==> config.mk <==
export PLATFORM = sky130hd
export DESIGN_NAME = read_sampling_genotype_site_filter
export DESIGN_NICKNAME = d
export VERILOG_FILES = /design/src/hdl/rsgsf_pkg.sv /design/src/hdl/read_sampling_genotype_site_filter.sv /design/src/hdl/rsgsf_lcg.sv /design/src/hdl/rsgsf_div.sv
export SDC_FILE = /design/constraint.sdc
export NUM_CORES = 1
export LEC_CHECK = 0
export BUFFER_PORTS_ARGS = -buffer_cell sky130_fd_sc_hd__buf_2
export CORE_MARGIN = 2
export CORE_UTILIZATION = 40
export CTS_CLUSTER_SIZE = 12
export DETAILED_ROUTE_END_ITERATION = 7
export SYNTH_ARGS = -nofsm -noshare
export SYNTH_HDL_FRONTEND = slang
export SYNTH_HIERARCHICAL = 1
export SYNTH_SLANG_ARGS = --single-unit
==> constraint.sdc <==
create_clock -name clock -period 4.4 [get_ports clock]
set_input_delay 0.88 -clock clock [delete_from_list [all_inputs] [get_ports clock]]
set_output_delay 0.88 -clock clock [all_outputs]
set_load 0.05 [all_outputs]
==> src/hdl/rsgsf_pkg.sv <==
// ----------------------------------------------------------------------------
// rsgsf_pkg
// Shared constants and types of the genotype site filter.
// ----------------------------------------------------------------------------
package rsgsf_pkg;

   // Field widths
   localparam int KIND_W  = 2;
   localparam int BASE_W  = 3;
   localparam int DEPTH_W = 16;
   localparam int TOT_W   = 17;
   localparam int GT_W    = 4;
   localparam int CSR_W   = 3;

   // Site counters
   localparam int MAX_SAMPLES = 4096;
   localparam int COUNT_W     = $clog2(MAX_SAMPLES + 1);
   localparam int SUM_W       = COUNT_W + 1;

   // 48-bit linear congruential generator
   localparam int            RNG_W     = 48;
   localparam int            RNG_MUL_W = 35;
   localparam int            RNG_CNT_W = $clog2(RNG_MUL_W);
   localparam logic [RNG_MUL_W-1:0] RNG_MUL  = 35'h5DEECE66D;
   localparam logic [RNG_W-1:0]     RNG_ADD  = 48'hB;
   localparam logic [RNG_W-1:0]     RNG_SEED = 48'd253405757471;
   localparam int            DRAW_LSB  = 17;
   localparam int            DRAW_W    = RNG_W - DRAW_LSB;
   localparam int            DIV_CNT_W = $clog2(DRAW_W);

   // Record kinds
   localparam logic [KIND_W-1:0] KIND_MISSING   = 2'd0;
   localparam logic [KIND_W-1:0] KIND_REF_ONLY  = 2'd1;
   localparam logic [KIND_W-1:0] KIND_BIALLELIC = 2'd2;

   // Base codes
   localparam logic [BASE_W-1:0] BASE_A    = 3'd0;
   localparam logic [BASE_W-1:0] BASE_C    = 3'd1;
   localparam logic [BASE_W-1:0] BASE_G    = 3'd2;
   localparam logic [BASE_W-1:0] BASE_T    = 3'd3;
   localparam logic [BASE_W-1:0] BASE_NONE = 3'd4;

   // Genotype codes
   localparam logic [GT_W-1:0] GT_ALT     = 4'd0;
   localparam logic [GT_W-1:0] GT_REF     = 4'd2;
   localparam logic [GT_W-1:0] GT_MISSING = 4'd9;

   // Register indexes
   localparam logic [CSR_W-1:0] CSR_DROP_TRANSITIONS   = 3'd0;
   localparam logic [CSR_W-1:0] CSR_DROP_MONOMORPHIC   = 3'd1;
   localparam logic [CSR_W-1:0] CSR_DROP_SINGLETON     = 3'd2;
   localparam logic [CSR_W-1:0] CSR_DROP_UNINFORMATIVE = 3'd3;
   localparam logic [CSR_W-1:0] CSR_MAJORITY_CALL      = 3'd4;

   typedef struct packed {
      logic busy;
      logic done;
   } div_stat_type;

   typedef struct packed {
      logic [GT_W-1:0]   gt;
      logic              need_draw;
      logic [BASE_W-1:0] site_ref;
      logic [BASE_W-1:0] site_alt;
      logic              site_rejected;
   } class_type;

endpackage

==> src/hdl/read_sampling_genotype_site_filter.sv <==
// ----------------------------------------------------------------------------
// read_sampling_genotype_site_filter
// Haploid genotype call per sample from read counts, with a per-site verdict.
// ----------------------------------------------------------------------------
// Input channel req_*: one sample's read counts per item. Output channel
// rsp_*: one call per item; on the item flagged last_of_site, rsp_site_end
// is set and rsp_keep_site carries the site verdict. csr_*: write-only
// filter and call-mode bits, registered on write.
// Without a draw, an item passes from EVAL to FIN and then into the output
// register. With a drawn read it passes EVAL, DRAW (waiting for the
// generator), DIV (the serial remainder of the draw by the total depth)
// and FIN. The next generator state is prepared in the background (one
// multiplier bit per cycle), overlapping the remainder.
// One item is in work at a time; an item may be accepted while the previous
// result still sits in the output register. If rsp_ready stays low, the next
// result waits in the block and req_ready drops until it can move.
// Reset: synchronous; filter bits return to defaults, site state clears and
// the generator reloads its seed. The first draw waits until the successor
// state of the seed has been computed.
// ----------------------------------------------------------------------------
module read_sampling_genotype_site_filter (
   input  logic                           clock,
   input  logic                           reset,
   input  logic                           req_valid,
   output logic                           req_ready,
   input  logic [rsgsf_pkg::KIND_W-1:0]   req_sample_kind,
   input  logic                           req_record_reject,
   input  logic [rsgsf_pkg::BASE_W-1:0]   req_ref_base,
   input  logic [rsgsf_pkg::BASE_W-1:0]   req_alt_base,
   input  logic [rsgsf_pkg::DEPTH_W-1:0]  req_ref_depth,
   input  logic [rsgsf_pkg::DEPTH_W-1:0]  req_alt_depth,
   input  logic [rsgsf_pkg::TOT_W-1:0]    req_depth_limit,
   input  logic                           req_last_of_site,
   output logic                           rsp_valid,
   input  logic                           rsp_ready,
   output logic [rsgsf_pkg::GT_W-1:0]     rsp_genotype,
   output logic                           rsp_site_end,
   output logic                           rsp_keep_site,
   input  logic                           csr_write_en,
   input  logic [rsgsf_pkg::CSR_W-1:0]    csr_index,
   input  logic                           csr_wdata
);
   import rsgsf_pkg::*;

   typedef enum logic [4:0] {
      ST_IDLE = 5'b00001,
      ST_EVAL = 5'b00010,
      ST_DRAW = 5'b00100,
      ST_DIV  = 5'b01000,
      ST_FIN  = 5'b10000
   } state_type;

   state_type st_ff, st_in;

   // configuration
   logic drop_transitions_ff, drop_monomorphic_ff, drop_singleton_ff;
   logic drop_uninformative_ff, majority_call_ff;

   // item registers
   logic [KIND_W-1:0]  item_kind_ff;
   logic               item_reject_ff;
   logic [BASE_W-1:0]  item_ref_base_ff, item_alt_base_ff;
   logic [DEPTH_W-1:0] item_ref_depth_ff, item_alt_depth_ff;
   logic [TOT_W-1:0]   item_limit_ff;
   logic               item_last_ff;
   logic [GT_W-1:0]    gt_ff, gt_in;

   // site state
   logic [COUNT_W-1:0] called_count_ff, called_count_in;
   logic [SUM_W-1:0]   genotype_sum_ff, genotype_sum_in;
   logic [BASE_W-1:0]  site_ref_ff, site_alt_ff;
   logic               site_rejected_ff;

   // output register
   logic               rsp_valid_ff;
   logic [GT_W-1:0]    rsp_genotype_ff;
   logic               rsp_site_end_ff, rsp_keep_site_ff;

   logic               accept, fin_go, counted, keep, transition;
   logic [TOT_W-1:0]   tot;
   logic [SUM_W-1:0]   full;
   logic               lcg_consume, lcg_ready;
   logic [DRAW_W-1:0]  draw;
   div_stat_type       div_stat;
   logic [TOT_W-1:0]   remainder;
   class_type          cls;

   assign accept = req_valid && req_ready;
   assign fin_go = (st_ff == ST_FIN) && (!rsp_valid_ff || rsp_ready);
   assign tot    = TOT_W'(item_ref_depth_ff) + TOT_W'(item_alt_depth_ff);

   // Call path; site state is unchanged from EVAL through FIN
   always_comb begin
      cls.gt            = GT_MISSING;
      cls.need_draw     = 1'b0;
      cls.site_ref      = site_ref_ff;
      cls.site_alt      = site_alt_ff;
      cls.site_rejected = site_rejected_ff;
      priority if (site_rejected_ff) begin
      end else if (item_kind_ff != KIND_REF_ONLY && item_kind_ff != KIND_BIALLELIC) begin
      end else if (item_reject_ff) begin
         cls.site_rejected = 1'b1;
      end else begin
         if (site_ref_ff == BASE_NONE) begin
            cls.site_ref = item_ref_base_ff;
         end
         priority if (item_kind_ff == KIND_REF_ONLY) begin
            cls.gt = (item_ref_depth_ff == '0) ? GT_MISSING : GT_REF;
         end else if (site_alt_ff != BASE_NONE && site_alt_ff != item_alt_base_ff) begin
            cls.site_rejected = 1'b1;
         end else begin
            if (site_alt_ff == BASE_NONE) begin
               cls.site_alt = item_alt_base_ff;
            end
            priority if (item_ref_depth_ff == '0) begin
               cls.gt = (item_alt_depth_ff != '0) ? GT_ALT : GT_MISSING;
            end else if (item_limit_ff != '0 && tot > item_limit_ff) begin
               cls.gt = GT_MISSING;
            end else if (majority_call_ff && item_ref_depth_ff > item_alt_depth_ff) begin
               cls.gt = GT_REF;
            end else if (majority_call_ff && item_ref_depth_ff < item_alt_depth_ff) begin
               cls.gt = GT_ALT;
            end else begin
               cls.need_draw = 1'b1;
            end
         end
      end
   end

   // Counters and verdict
   assign counted = (gt_ff != GT_MISSING) &&
                    (called_count_ff < COUNT_W'(MAX_SAMPLES));
   assign called_count_in = counted ? called_count_ff + COUNT_W'(1) : called_count_ff;
   assign genotype_sum_in = counted ? genotype_sum_ff + SUM_W'(gt_ff) : genotype_sum_ff;
   assign full            = {called_count_in, 1'b0};

   assign transition = (cls.site_ref == BASE_C && cls.site_alt == BASE_T) ||
                       (cls.site_ref == BASE_T && cls.site_alt == BASE_C) ||
                       (cls.site_ref == BASE_G && cls.site_alt == BASE_A) ||
                       (cls.site_ref == BASE_A && cls.site_alt == BASE_G);

   always_comb begin
      priority if (cls.site_rejected) begin
         keep = 1'b0;
      end else if (drop_monomorphic_ff && cls.site_alt == BASE_NONE) begin
         keep = 1'b0;
      end else if (drop_uninformative_ff && called_count_in == '0) begin
         keep = 1'b0;
      end else if (drop_monomorphic_ff &&
                   (genotype_sum_in == full || genotype_sum_in == '0)) begin
         keep = 1'b0;
      end else if (drop_singleton_ff &&
                   ((called_count_in != '0 && genotype_sum_in == full - SUM_W'(2)) ||
                    genotype_sum_in == SUM_W'(2))) begin
         keep = 1'b0;
      end else if (drop_transitions_ff && transition) begin
         keep = 1'b0;
      end else begin
         keep = 1'b1;
      end
   end

   // Sequencer
   always_comb begin
      st_in       = st_ff;
      gt_in       = gt_ff;
      lcg_consume = 1'b0;
      unique case (st_ff)
         ST_IDLE: begin
            if (req_valid) begin
               st_in = ST_EVAL;
            end
         end
         ST_EVAL: begin
            gt_in = cls.gt;
            st_in = cls.need_draw ? ST_DRAW : ST_FIN;
         end
         ST_DRAW: begin
            if (lcg_ready) begin
               lcg_consume = 1'b1;
               st_in       = ST_DIV;
            end
         end
         ST_DIV: begin
            if (div_stat.done) begin
               gt_in = (remainder < TOT_W'(item_ref_depth_ff)) ? GT_REF : GT_ALT;
               st_in = ST_FIN;
            end
         end
         ST_FIN: begin
            if (fin_go) begin
               st_in = ST_IDLE;
            end
         end
         default: begin
            st_in = ST_IDLE;
         end
      endcase
   end

   rsgsf_lcg u_lcg (
      .clock   (clock),
      .reset   (reset),
      .consume (lcg_consume),
      .ready   (lcg_ready),
      .draw    (draw)
   );

   rsgsf_div u_div (
      .clock     (clock),
      .reset     (reset),
      .start     (lcg_consume),
      .dividend  (draw),
      .divisor   (tot),
      .stat      (div_stat),
      .remainder (remainder)
   );

   always_ff @(posedge clock) begin
      if (reset) begin
         st_ff                 <= ST_IDLE;
         drop_transitions_ff   <= 1'b0;
         drop_monomorphic_ff   <= 1'b1;
         drop_singleton_ff     <= 1'b1;
         drop_uninformative_ff <= 1'b1;
         majority_call_ff      <= 1'b0;
         called_count_ff       <= '0;
         genotype_sum_ff       <= '0;
         site_ref_ff           <= BASE_NONE;
         site_alt_ff           <= BASE_NONE;
         site_rejected_ff      <= 1'b0;
         rsp_valid_ff          <= 1'b0;
      end else begin
         st_ff <= st_in;
         if (csr_write_en) begin
            unique case (csr_index)
               CSR_DROP_TRANSITIONS:   drop_transitions_ff   <= csr_wdata;
               CSR_DROP_MONOMORPHIC:   drop_monomorphic_ff   <= csr_wdata;
               CSR_DROP_SINGLETON:     drop_singleton_ff     <= csr_wdata;
               CSR_DROP_UNINFORMATIVE: drop_uninformative_ff <= csr_wdata;
               CSR_MAJORITY_CALL:      majority_call_ff      <= csr_wdata;
               default: begin
               end
            endcase
         end
         if (fin_go) begin
            rsp_valid_ff <= 1'b1;
            if (item_last_ff) begin
               called_count_ff  <= '0;
               genotype_sum_ff  <= '0;
               site_ref_ff      <= BASE_NONE;
               site_alt_ff      <= BASE_NONE;
               site_rejected_ff <= 1'b0;
            end else begin
               called_count_ff  <= called_count_in;
               genotype_sum_ff  <= genotype_sum_in;
               site_ref_ff      <= cls.site_ref;
               site_alt_ff      <= cls.site_alt;
               site_rejected_ff <= cls.site_rejected;
            end
         end else if (rsp_ready) begin
            rsp_valid_ff <= 1'b0;
         end
      end
   end

   always_ff @(posedge clock) begin
      gt_ff <= gt_in;
      if (accept) begin
         item_kind_ff      <= req_sample_kind;
         item_reject_ff    <= req_record_reject;
         item_ref_base_ff  <= req_ref_base;
         item_alt_base_ff  <= req_alt_base;
         item_ref_depth_ff <= req_ref_depth;
         item_alt_depth_ff <= req_alt_depth;
         item_limit_ff     <= req_depth_limit;
         item_last_ff      <= req_last_of_site;
      end
      if (fin_go) begin
         rsp_genotype_ff  <= gt_ff;
         rsp_site_end_ff  <= item_last_ff;
         rsp_keep_site_ff <= item_last_ff && keep;
      end
   end

   assign req_ready     = (st_ff == ST_IDLE);
   assign rsp_valid     = rsp_valid_ff;
   assign rsp_genotype  = rsp_genotype_ff;
   assign rsp_site_end  = rsp_site_end_ff;
   assign rsp_keep_site = rsp_keep_site_ff;

   // Assertions
   a_div_active: assert property (@(posedge clock) disable iff (reset)
      (st_ff == ST_DIV) |-> (div_stat.busy || div_stat.done))
      else $error("remainder unit idle while a draw is pending");

   a_fin_output: assert property (@(posedge clock) disable iff (reset)
      fin_go |=> rsp_valid)
      else $error("finished item did not reach the output register");

   a_keep_on_end: assert property (@(posedge clock) disable iff (reset)
      (rsp_valid && !rsp_site_end) |-> !rsp_keep_site)
      else $error("verdict raised on a result that does not close a site");

   a_site_clear: assert property (@(posedge clock) disable iff (reset)
      (fin_go && item_last_ff) |=>
         (called_count_ff == '0 && site_ref_ff == BASE_NONE && !site_rejected_ff))
      else $error("site state not cleared after the last sample");

endmodule

==> src/hdl/rsgsf_lcg.sv <==
// ----------------------------------------------------------------------------
// rsgsf_lcg
// Random draw source: computes the next 48-bit generator state ahead of use,
// one multiplier bit per cycle (shift and add).
// ----------------------------------------------------------------------------
module rsgsf_lcg (
   input  logic                         clock,
   input  logic                         reset,
   input  logic                         consume,
   output logic                         ready,
   output logic [rsgsf_pkg::DRAW_W-1:0] draw
);
   import rsgsf_pkg::*;

   logic [RNG_W-1:0]     x_ff, x_in;
   logic [RNG_W-1:0]     acc_ff, acc_in;
   logic [RNG_CNT_W-1:0] cnt_ff, cnt_in;
   logic                 busy_ff, busy_in;

   always_comb begin
      x_in    = x_ff;
      acc_in  = acc_ff;
      cnt_in  = cnt_ff;
      busy_in = busy_ff;
      if (busy_ff) begin
         if (RNG_MUL[cnt_ff]) begin
            acc_in = acc_ff + x_ff;
         end
         x_in   = {x_ff[RNG_W-2:0], 1'b0};
         cnt_in = cnt_ff + RNG_CNT_W'(1);
         if (cnt_ff == RNG_CNT_W'(RNG_MUL_W - 1)) begin
            busy_in = 1'b0;
         end
      end else if (consume) begin
         // current result becomes the state; start on its successor
         x_in    = acc_ff;
         acc_in  = RNG_ADD;
         cnt_in  = '0;
         busy_in = 1'b1;
      end
   end

   always_ff @(posedge clock) begin
      if (reset) begin
         x_ff    <= RNG_SEED;
         acc_ff  <= RNG_ADD;
         cnt_ff  <= '0;
         busy_ff <= 1'b1;
      end else begin
         x_ff    <= x_in;
         acc_ff  <= acc_in;
         cnt_ff  <= cnt_in;
         busy_ff <= busy_in;
      end
   end

   assign ready = !busy_ff;
   assign draw  = acc_ff[RNG_W-1:DRAW_LSB];

endmodule

==> src/hdl/rsgsf_div.sv <==
// ----------------------------------------------------------------------------
// rsgsf_div
// Serial restoring remainder: 31-bit draw modulo 17-bit total depth,
// one quotient bit per cycle.
// ----------------------------------------------------------------------------
module rsgsf_div (
   input  logic                         clock,
   input  logic                         reset,
   input  logic                         start,
   input  logic [rsgsf_pkg::DRAW_W-1:0] dividend,
   input  logic [rsgsf_pkg::TOT_W-1:0]  divisor,
   output rsgsf_pkg::div_stat_type      stat,
   output logic [rsgsf_pkg::TOT_W-1:0]  remainder
);
   import rsgsf_pkg::*;

   logic [DRAW_W-1:0]    num_ff, num_in;
   logic [TOT_W-1:0]     den_ff, den_in;
   logic [TOT_W-1:0]     rem_ff, rem_in;
   logic [DIV_CNT_W-1:0] cnt_ff, cnt_in;
   logic                 busy_ff, busy_in;
   logic                 done_ff, done_in;
   logic [TOT_W:0]       trial;

   assign trial = {rem_ff, num_ff[DRAW_W-1]};

   always_comb begin
      num_in  = num_ff;
      den_in  = den_ff;
      rem_in  = rem_ff;
      cnt_in  = cnt_ff;
      busy_in = busy_ff;
      done_in = 1'b0;
      if (busy_ff) begin
         num_in = {num_ff[DRAW_W-2:0], 1'b0};
         if (trial >= {1'b0, den_ff}) begin
            rem_in = TOT_W'(trial - {1'b0, den_ff});
         end else begin
            rem_in = trial[TOT_W-1:0];
         end
         cnt_in = cnt_ff + DIV_CNT_W'(1);
         if (cnt_ff == DIV_CNT_W'(DRAW_W - 1)) begin
            busy_in = 1'b0;
            done_in = 1'b1;
         end
      end else if (start) begin
         num_in  = dividend;
         den_in  = divisor;
         rem_in  = '0;
         cnt_in  = '0;
         busy_in = 1'b1;
      end
   end

   always_ff @(posedge clock) begin
      if (reset) begin
         cnt_ff  <= '0;
         busy_ff <= 1'b0;
         done_ff <= 1'b0;
      end else begin
         cnt_ff  <= cnt_in;
         busy_ff <= busy_in;
         done_ff <= done_in;
      end
   end

   always_ff @(posedge clock) begin
      num_ff <= num_in;
      den_ff <= den_in;
      rem_ff <= rem_in;
   end

   assign stat.busy = busy_ff;
   assign stat.done = done_ff;
   assign remainder = rem_ff;

endmodule

==> flow_summary_export.csv, run 1 <==
group,metric,value,unit
timing,period_needed,4.02,ns
logic_synthesis,yosysWarnings,6,
floorplanning,start_util,40.2,%
placement,dpl.hpwl,34.2,mm
timing,setup-tns-final,0,ns
detailed_routing,antenna_left,0,
global_route,grt_pass1_wl,77.3,mm
run_status,status,"finished, final reports clean",
setup_path,cpMostUsedCell,"a21oi_1",
timing,fin_skew,0.0311,ns
setup_path,start_kind,"flip-flop",
detailed_routing,drtIter0Drc,1007,
setup_path,crit_path_max_fanout,3,
clock_tree,numCtsBuffers,36,
global_route,grt_max_degree,63,
finish,area_growth,9.93,%
global_route,grt_util_all_layers,19.9,%
finish,drive_above_1_share,10.7,%
detailed_routing,via_count,14956,
floorplanning,dieArea,0.0482,mm^2
clock_tree,h-tree-depth,2,
detailed_routing,avgRoutedWirePerCell,18.0,um
timing,slew_viol_final,0,
clock_tree,cts_root_buffer,"clkbuf_16",
placement,place_ws,0.263,ns
placement,routabilityCongestion,0.904,
global_route,antenna_found_initial,1,
setup_path,arrival,4.32,ns
timing,post-route-period-util,91.3,%
floorplanning,die_x,220,um
pwr,total_power,7.47,mW
finish,final_common_cell,"nor2_1",
finish,mostFrequentLayoutCells,"nor2_1, a21oi_1, dfxtp_1",
timing,finalSetupViolCount,0,
placement,io_buffer_count,74,
detailed_routing,wl_met3,2.09,mm
clock_tree,clock_latency,0.56,ns
global_route,overflow,0,
finish,stdcell_count,2678,
logic_synthesis,syn_nets,2255,
setup_path,path_cells,"ha_1 -> fa_1 -> a21oi_1 -> o21a_1 -> o21bai_1 -> a221oi_2 -> o311a_1 -> xnor2_1 -> ha_1 -> a21o_1 -> a21o_1 -> a21oi_1 -> nand2_1 -> o21ai_0 -> a31oi_1 -> o21ai_0 -> a21oi_1",
finish,antennaDiodeCount,0,
clock_tree,ctsLongestPathBuffers,3,
timing,setup_ws,0.382,ns
pwr,p_leak,8.03,nW
pwr,cellPowerDensity,366,mW/mm^2
detailed_routing,met2_length,22.0,mm
detailed_routing,met1Wirelength,22.9,mm
logic_synthesis,syn_inst,2043,
timing,finalHoldViolCount,0,
pwr,peakVddDrop,0.000297,V
timing,relSlewSlack,39.2,%
setup_path,critical-path-slowest-cell,"edfxtp_1",
min_path,min_path_type,"flip-flop to flip-flop",
clock_tree,cts_tree,"done",
floorplanning,core,0.0463,mm^2
floorplanning,ios,76,
placement,dp_cells,2612,
job,maxCapViolCount,0,
setup_path,crit_path_max_incr_delay,0.41,ns
detailed_routing,top_layer_used,"met5",
detailed_routing,drc,0,
clock_tree,clk_pin_slew,0.06,ns
finish,fin_util,44.2,%
detailed_routing,routed_wl,48.1,mm
floorplanning,die_h,220,um
detailed_routing,dr.pass1.iters,7,
detailed_routing,viasPerCell,5.58,
clock_tree,cts.sinks,286,
finish,nNetsFinal,2255,
floorplanning,row_count,79,
setup_path,worstPathRequired,4.70,ns
setup_path,critical_path_class,"flip-flop to flip-flop",
timing,rsz0062_at_grt,"no",
logic_synthesis,syn_avg_cell_area,9.10,um^2
timing,worst_pin_slew,0.909,ns
setup_path,cp-end-kind,"flip-flop",
timing,fmax,249,MHz
logic_synthesis,syn_area,0.0186,mm^2
global_route,grt_pass1_vias,14634,
## critical path: cells and delay by family (launching register included)
family | cells | cell delay, ns
xor+xnor | 1 | 0.16
flops | 1 | 0.41
simple gates | 1 | 0.06
compound gates | 12 | 2.19
fa+ha+maj | 3 | 0.94
## worst paths after layout
check | start | endpoint | slack [ns] | cells after the start
hold / removal | u_lcg/acc_ff[38] | u_lcg/acc_ff[38] | 0.49 | 2
setup / recovery | item_alt_depth_ff[0] | gt_ff[0] | 0.38 | 17
setup reg to reg | item_alt_depth_ff[0] | gt_ff[0] | 0.38 | 17
hold reg to reg | u_lcg/acc_ff[38] | u_lcg/acc_ff[38] | 0.49 | 2
## sequential cells by signal (all words and copies together), names as in the netlist, 5 cells and up, named ones only
register           cells
u_div/remainder       17
called_count_ff       13
u_div/cnt_ff           5
u_div/num_ff          31
u_lcg/cnt_ff           6
st_ff                  5
u_lcg/x_ff            48
u_div/den_ff          17
item_ref_depth_ff     16
genotype_sum_ff       14
item_limit_ff         17
item_alt_depth_ff     16
u_lcg/acc_ff          48
## through the flow
step | area (um^2) | hold slack (ns)
global placement | 19200 | 0.457
detailed placement | 19200 | 0.470
CTS | 20400 | 0.471
finish | 20400 | 0.488
floorplan | 18600 | 0.427
global route | 20400 | 0.481
## metal layers
| layer | GRT usage (%) | vias up |
|---|---|---|
| li1 | - | 7404 |
| met1 | 26.9 | 7161 |
| met2 | 33.0 | 312 |
| met3 | 2.79 | 77 |
| met4 | 5.91 | 2 |
| met5 | 0 | - |
## power by group
group / switching (mW) / internal [mW]
registers: 0.139 / 2.93
logic: 0.853 / 0.558
clock network: 1.20 / 1.79
## repair_timing
item,4_1_cts,5_1_grt
gates resized for setup,0,4
buffers inserted,0,0
hold buffers,0,0
endpoints found under the setup margin,0,4
## final cells by class
cell class,instances,area (um^2)
well taps,607,759
inverters,114,428
flip-flops and latches,286,7020
fillers,4465,25800
repair buffers,95,531
clock buffers,48,1080
clock inverters,18,120
multi-input cells,1510,10500
Note: power is estimated with default switching activity, not from simulation.
==> run 2: changes to the inputs <==
Settings changed: CORE_UTILIZATION 40 to 38, CTS_CLUSTER_DIAMETER from default to 60.
==> run 2 against run 1 <==
Net effect:
- final cell count is 0.60% higher
- critical endpoint unchanged
- setup slack worse by 0.13 ns
- count of clock-buffer cells in the layout did not move
- hold slack worse by 0.023 ns
- fmax fell by 3.2%
==> flow_summary_export.csv, run 2 (synthesized netlist as in run 1, its figures left out) <==
group,metric,value,unit
detailed_routing,drtIter0Drc,1001,
clock_tree,clk_pin_slew,0.06,ns
clock_tree,ctsLongestPathBuffers,3,
min_path,holdPathStages,1,
floorplanning,core,0.0486,mm^2
setup_path,start_kind,"flip-flop",
timing,slew_viol_final,0,
detailed_routing,via_count,15085,
clock_tree,cts_tree,"done",
global_route,overflow,0,
finish,drive_above_1_share,10.8,%
pwr,swShare,30.0,%
pwr,combPwrFrac,19.2,%
finish,mostFrequentLayoutCells,"nor2_1, a21oi_1, dfxtp_1",
detailed_routing,viasPerCell,5.60,
floorplanning,die_x,225,um
placement,dpl_cell_area,0.0193,mm^2
clock_tree,h-tree-depth,2,
finish,final_common_cell,"nor2_1",
timing,finalSetupViolCount,0,
detailed_routing,routed_wl,48.2,mm
setup_path,worstPathRequired,4.70,ns
timing,finalHoldViolCount,0,
setup_path,rr_worst_depth,18,
pwr,seq_power_share,41.9,%
pwr,cellPowerDensity,359,mW/mm^2
placement,dpl.hpwl,34.5,mm
clock_tree,numCtsBuffers,35,
timing,fin_skew,0.0335,ns
floorplanning,row_count,81,
global_route,grt_pass1_wl,77.6,mm
finish,fillers,4780,
timing,fmax,241,MHz
clock_tree,clock_latency,0.56,ns
job,maxCapViolCount,0,
detailed_routing,antenna_left,0,
pwr,total_power,7.32,mW
pwr,peakVddDrop,0.000222,V
setup_path,arrival,4.45,ns
finish,antennaDiodeCount,0,
setup_path,path_cells,"ha_1 -> fa_1 -> a21oi_1 -> o21a_1 -> o21bai_2 -> a221oi_2 -> buf_4 -> o311a_1 -> xnor2_1 -> ha_1 -> a21o_1 -> a21o_1 -> a21oi_1 -> nand2_1 -> o21ai_0 -> a31oi_1 -> o21ai_0 -> a21oi_1",
detailed_routing,drc,0,
placement,routabilityCongestion,0.902,
setup_path,crit_path_max_incr_delay,0.43,ns
timing,rsz0062_at_grt,"no",
min_path,min_path_type,"flip-flop to flip-flop",
clock_tree,cts.sinks,286,
timing,worst_pin_slew,1.18,ns
placement,io_buffer_count,74,
timing,post-route-period-util,94.3,%
pwr,p_sw,2.19,mW
floorplanning,die_h,225,um
finish,largestRegisters,"u_lcg/acc_ff: 48 flops, u_lcg/x_ff: 48 flops, u_div/num_ff: 31 flops",
timing,setup-tns-final,0,ns
pwr,pwr-share-clk,38.9,%
floorplanning,dieArea,0.0507,mm^2
finish,nNetsFinal,2259,
pwr,p_leak,8.00,nW
detailed_routing,avgRoutedWirePerCell,17.9,um
setup_path,critical_path_class,"flip-flop to flip-flop",
setup_path,cp-end-kind,"flip-flop",
global_route,grt_max_degree,77,
floorplanning,start_util,38.2,%
setup_path,critical-path-slowest-cell,"edfxtp_1",
clock_tree,cts_root_buffer,"clkbuf_16",
timing,period_needed,4.15,ns
detailed_routing,dr.pass1.iters,5,
finish,area_growth,9.86,%
finish,design_area,0.0204,mm^2
global_route,grt_util_all_layers,18.9,%
setup_path,cpMostUsedCell,"a21oi_1",
floorplanning,ios,76,
pwr,p_int,5.13,mW
timing,relSlewSlack,21.5,%
setup_path,crit_path_max_fanout,3,
run_status,status,"finished, final reports clean",
global_route,grt_pass1_vias,14531,
global_route,antenna_found_initial,0,
-- run 2: changes by cell type in the layout (fill, tap and decap cells not counted), moves of 4 or more --
cell / previous run / this run
clkbuf_1: 3 / 10
buf_4: 22 / 26
clkinv_1: 7 / 1
clkbuf_8: 5 / 1
-- run 2: timing repair --
action | CTS | global route
setup buffers | 0 | 2
resized for setup | 0 | 6
endpoints found under the setup margin | 0 | 4
hold buffers | 0 | 0
-- run 2: final cells by class --
cell class	instances	area, um^2	area share, %
Clock inverter	14	134	0.655
Tap cell	622	778	3.81
Timing Repair Buffer	100	581	2.84
Inverter	114	428	2.09
Sequential cell	286	7020	34.4
Multi-Input combinational cell	1510	10500	51.5
Clock buffer	48	977	4.78
-- run 2: worst max-delay path: cells and delay by family (launching register included) --
kind / cells / cell delay (ns)
flip-flops: 1 / 0.43
buffers and inverters: 1 / 0.16
AO/OA/AOI/OAI: 12 / 2.11
AND/OR/NAND/NOR: 1 / 0.06
XOR/XNOR: 1 / 0.17
adder cells (fa/ha/maj): 3 / 0.96
-- run 2: power by group through the flow --
stage / Clock [mW] / Sequential (mW) / Combinational, mW
floorplan: 0 / 3.08 / 1.12
global route: 3.02 / 3.09 / 1.57
detailed placement: 0 / 3.13 / 1.38
finish: 2.85 / 3.07 / 1.41
CTS: 2.94 / 3.07 / 1.39
global placement: 0 / 3.12 / 1.37
-- run 2: worst paths after layout --
kind                    startpoint                     to  slack, ns
min reg2reg  drop_uninformative_ff  drop_uninformative_ff       0.46
max reg2reg   item_alt_depth_ff[0]               gt_ff[0]       0.25
max           item_alt_depth_ff[0]               gt_ff[0]       0.25
min          drop_uninformative_ff  drop_uninformative_ff       0.46
-- run 2: stage by stage --
| step | hold WS [ns] | setup WS [ns] | std cells | utilization (%) |
|---|---|---|---|---|
| detailed placement | 0.456 | 0.186 | 2630 | 39.6 |
| floorplan | 0.427 | 0.718 | 2043 | - |
| finish | 0.465 | 0.250 | 2694 | 42.0 |
| global placement | 0.453 | 0.314 | 2630 | 39.6 |
| global route | 0.482 | 0.0123 | 2694 | 42.0 |
| CTS | 0.467 | 0.182 | 2692 | 41.9 |
-- run 2: routing by layer --
| metal | wire [um] | vias to the layer above | share of wire, % | GRT usage (%) |
|---|---|---|---|---|
| met5 | 0 | - | 0 | 0 |
| met4 | 1260 | 0 | 2.6 | 6.20 |
| met3 | 2380 | 69 | 4.9 | 3.09 |
| met2 | 21800 | 332 | 45 | 30.6 |
| met1 | 22800 | 7286 | 47 | 25.7 |
| li1 | - | 7398 | - | - |
==> run 3: changes to the inputs <==
--- a/config.mk
+++ b/config.mk
@@ -9,4 +9,5 @@
 export CORE_MARGIN = 2
 export CORE_UTILIZATION = 38
+export CTS_BUF_LIST = sky130_fd_sc_hd__clkbuf_4 sky130_fd_sc_hd__clkbuf_8
 export CTS_CLUSTER_DIAMETER = 60
 export CTS_CLUSTER_SIZE = 12
==> constraint.sdc (replaced) <==
create_clock -name clock -period 4.4 [get_ports clock]
set_input_delay 1.32 -clock clock [delete_from_list [all_inputs] [get_ports clock]]
set_output_delay 1.32 -clock clock [all_outputs]
set_load 0.05 [all_outputs]
==> run 3 against run 2 <==
Net effect:
- largest power group unchanged
- wire length shrank 0.16%
- register-to-register slack better by 0.05 ns
- highest routed layer unchanged
- global-route usage is 0.24 points higher
==> flow_summary_export.csv, run 3 (synthesized netlist as in run 1, its figures left out) <==
group,metric,value,unit
run_status,status,"finished, final reports clean",
pwr,cellPowerDensity,340,mW/mm^2
finish,final_common_cell,"nor2_1",
placement,dpl.hpwl,34.7,mm
pwr,total_power,6.85,mW
timing,finalSetupViolCount,0,
min_path,min_from,"drop_uninformative_ff",
finish,drive_above_1_share,11.2,%
finish,mostFrequentLayoutCells,"nor2_1, a21oi_1, dfxtp_1",
timing,post-route-period-util,93.3,%
global_route,grt_pass1_vias,14488,
setup_path,start_kind,"flip-flop",
clock_tree,clk_pin_slew,0.08,ns
finish,largestRegisters,"u_lcg/acc_ff: 48 flops, u_lcg/x_ff: 48 flops, u_div/num_ff: 31 flops",
clock_tree,cts_setup_buffers,0,
clock_tree,clock_latency,0.62,ns
floorplanning,core,0.0486,mm^2
setup_path,arrival,4.45,ns
timing,holdWs,0.473,ns
timing,worst_pin_slew,0.832,ns
placement,routabilityCongestion,0.897,
timing,setup-tns-final,0,ns
timing,relSlewSlack,44.3,%
detailed_routing,drtIter0Drc,912,
global_route,antenna_found_initial,0,
detailed_routing,routed_wl,48.2,mm
finish,antennaDiodeCount,0,
detailed_routing,antenna_left,0,
floorplanning,row_count,81,
global_route,overflow,0,
min_path,hold_path_end,"drop_uninformative_ff",
timing,fmax,244,MHz
setup_path,r2r_end,"gt_ff[0]",
detailed_routing,drc,0,
finish,nNetsFinal,2258,
setup_path,worstPathRequired,4.75,ns
detailed_routing,viasPerCell,5.54,
floorplanning,ios,76,
min_path,min_path_type,"flip-flop to flip-flop",
setup_path,rr_startpoint,"item_ref_depth_ff[1]",
pwr,p_leak,7.89,nW
setup_path,crit_path_max_fanout,5,
timing,fin_skew,0.0515,ns
setup_path,r2r_slack,0.30,ns
global_route,grt_max_degree,83,
timing,period_needed,4.10,ns
clock_tree,cts.sinks,286,
finish,fin_util,41.4,%
clock_tree,ctsLongestPathBuffers,3,
floorplanning,start_util,38.2,%
finish,fillers,4809,
finish,area_growth,8.36,%
setup_path,critical_path_class,"flip-flop to flip-flop",
placement,io_buffer_count,74,
global_route,grt_pass1_wl,78.3,mm
detailed_routing,via_count,14939,
job,maxCapViolCount,0,
detailed_routing,avgRoutedWirePerCell,17.9,um
min_path,holdPathStages,1,
clock_tree,numCtsBuffers,38,
clock_tree,cts_root_buffer,"clkbuf_8",
clock_tree,cts_tree,"done",
detailed_routing,dr.pass1.iters,5,
floorplanning,die_x,225,um
pwr,peakVddDrop,0.000251,V
timing,slew_viol_final,0,
setup_path,rr_worst_depth,18,
timing,rsz0062_at_grt,"no",
clock_tree,h-tree-depth,2,
global_route,grt_util_all_layers,19.1,%
floorplanning,die_h,225,um
floorplanning,dieArea,0.0507,mm^2
setup_path,cp-end-kind,"flip-flop",
timing,finalHoldViolCount,0,
-- run 3: changes by cell type in the layout (fill, tap and decap cells not counted), sizes merged --
cell and delta:
clkinvlp +2, inv +3, bufinv +3, buf -4
clkinv -4, clkbuf +3
-- run 3: report_power, final --
part	switching [mW]	leakage, nW	internal [mW]
clock network	1.14	0.448	1.23
registers	0.139	2.39	2.93
logic	0.848	5.05	0.561
total	2.13	7.89	4.72
-- run 3: worst max-delay path by stage --
stage,startpoint,to,depth (start not counted)
2_1_floorplan,item_ref_depth_ff[0],gt_ff[0],17
3_3_place_gp,item_ref_depth_ff[2],gt_ff[0],17
3_5_place_dp,item_ref_depth_ff[2],gt_ff[0],18
4_1_cts,item_ref_depth_ff[2],gt_ff[0],18
5_1_grt,item_ref_depth_ff[1],gt_ff[0],18
6_report,item_ref_depth_ff[1],gt_ff[0],18
-- run 3: per-layer routing --
layer / vias up / GRT usage, % / part of all wire (%)
met4: 0 / 5.90 / 2.6
li1: 7399 / - / -
met3: 80 / 3.13 / 4.7
met5: - / 0 / 0
met2: 313 / 30.9 / 45
met1: 7147 / 26.3 / 47
-- run 3: layout make-up --
| class | instances | area, um^2 | share of cell area (%) |
|---|---|---|---|
| multi-input combinational | 1510 | 10500 | 52.1 |
| clock buffer | 51 | 646 | 3.20 |
| tap | 622 | 778 | 3.86 |
| inverter | 114 | 428 | 2.12 |
| clock inverter | 18 | 230 | 1.14 |
| timing repair buffer | 96 | 551 | 2.73 |
| sequential | 286 | 7020 | 34.8 |
-- run 3: repair_timing --
action | 4_1_cts | 5_1_grt
endpoints found under the setup margin | 0 | 1
hold buffers | 0 | 0
gates resized for setup | 0 | 3
-- run 3: worst max-delay path, cell delays in order, from the launching register on --
cell	delay [ns]
edfxtp_1	0.50
ha_1	0.36
nor2b_1	0.05
o21a_1	0.17
o21bai_1	0.19
a21oi_1	0.14
a2111oi_1	0.42
buf_4	0.19
o41a_1	0.17
o21bai_1	0.08
a21oi_1	0.17
xor2_1	0.27
ha_1	0.20
nand4_1	0.13
nor4_1	0.33
o21a_1	0.17
a31oi_1	0.05
o21ai_0	0.17
a21oi_1	0.08
-- run 3: stage by stage --
step,std cells,setup WS (ns),instance area (um^2)
4_1_cts,2697,0.215,20100
6_report,2697,0.296,20100
2_1_floorplan,2043,0.718,18600
5_1_grt,2697,0.00899,20100
3_5_place_dp,2628,0.215,19300
3_3_place_gp,2628,0.319,19300
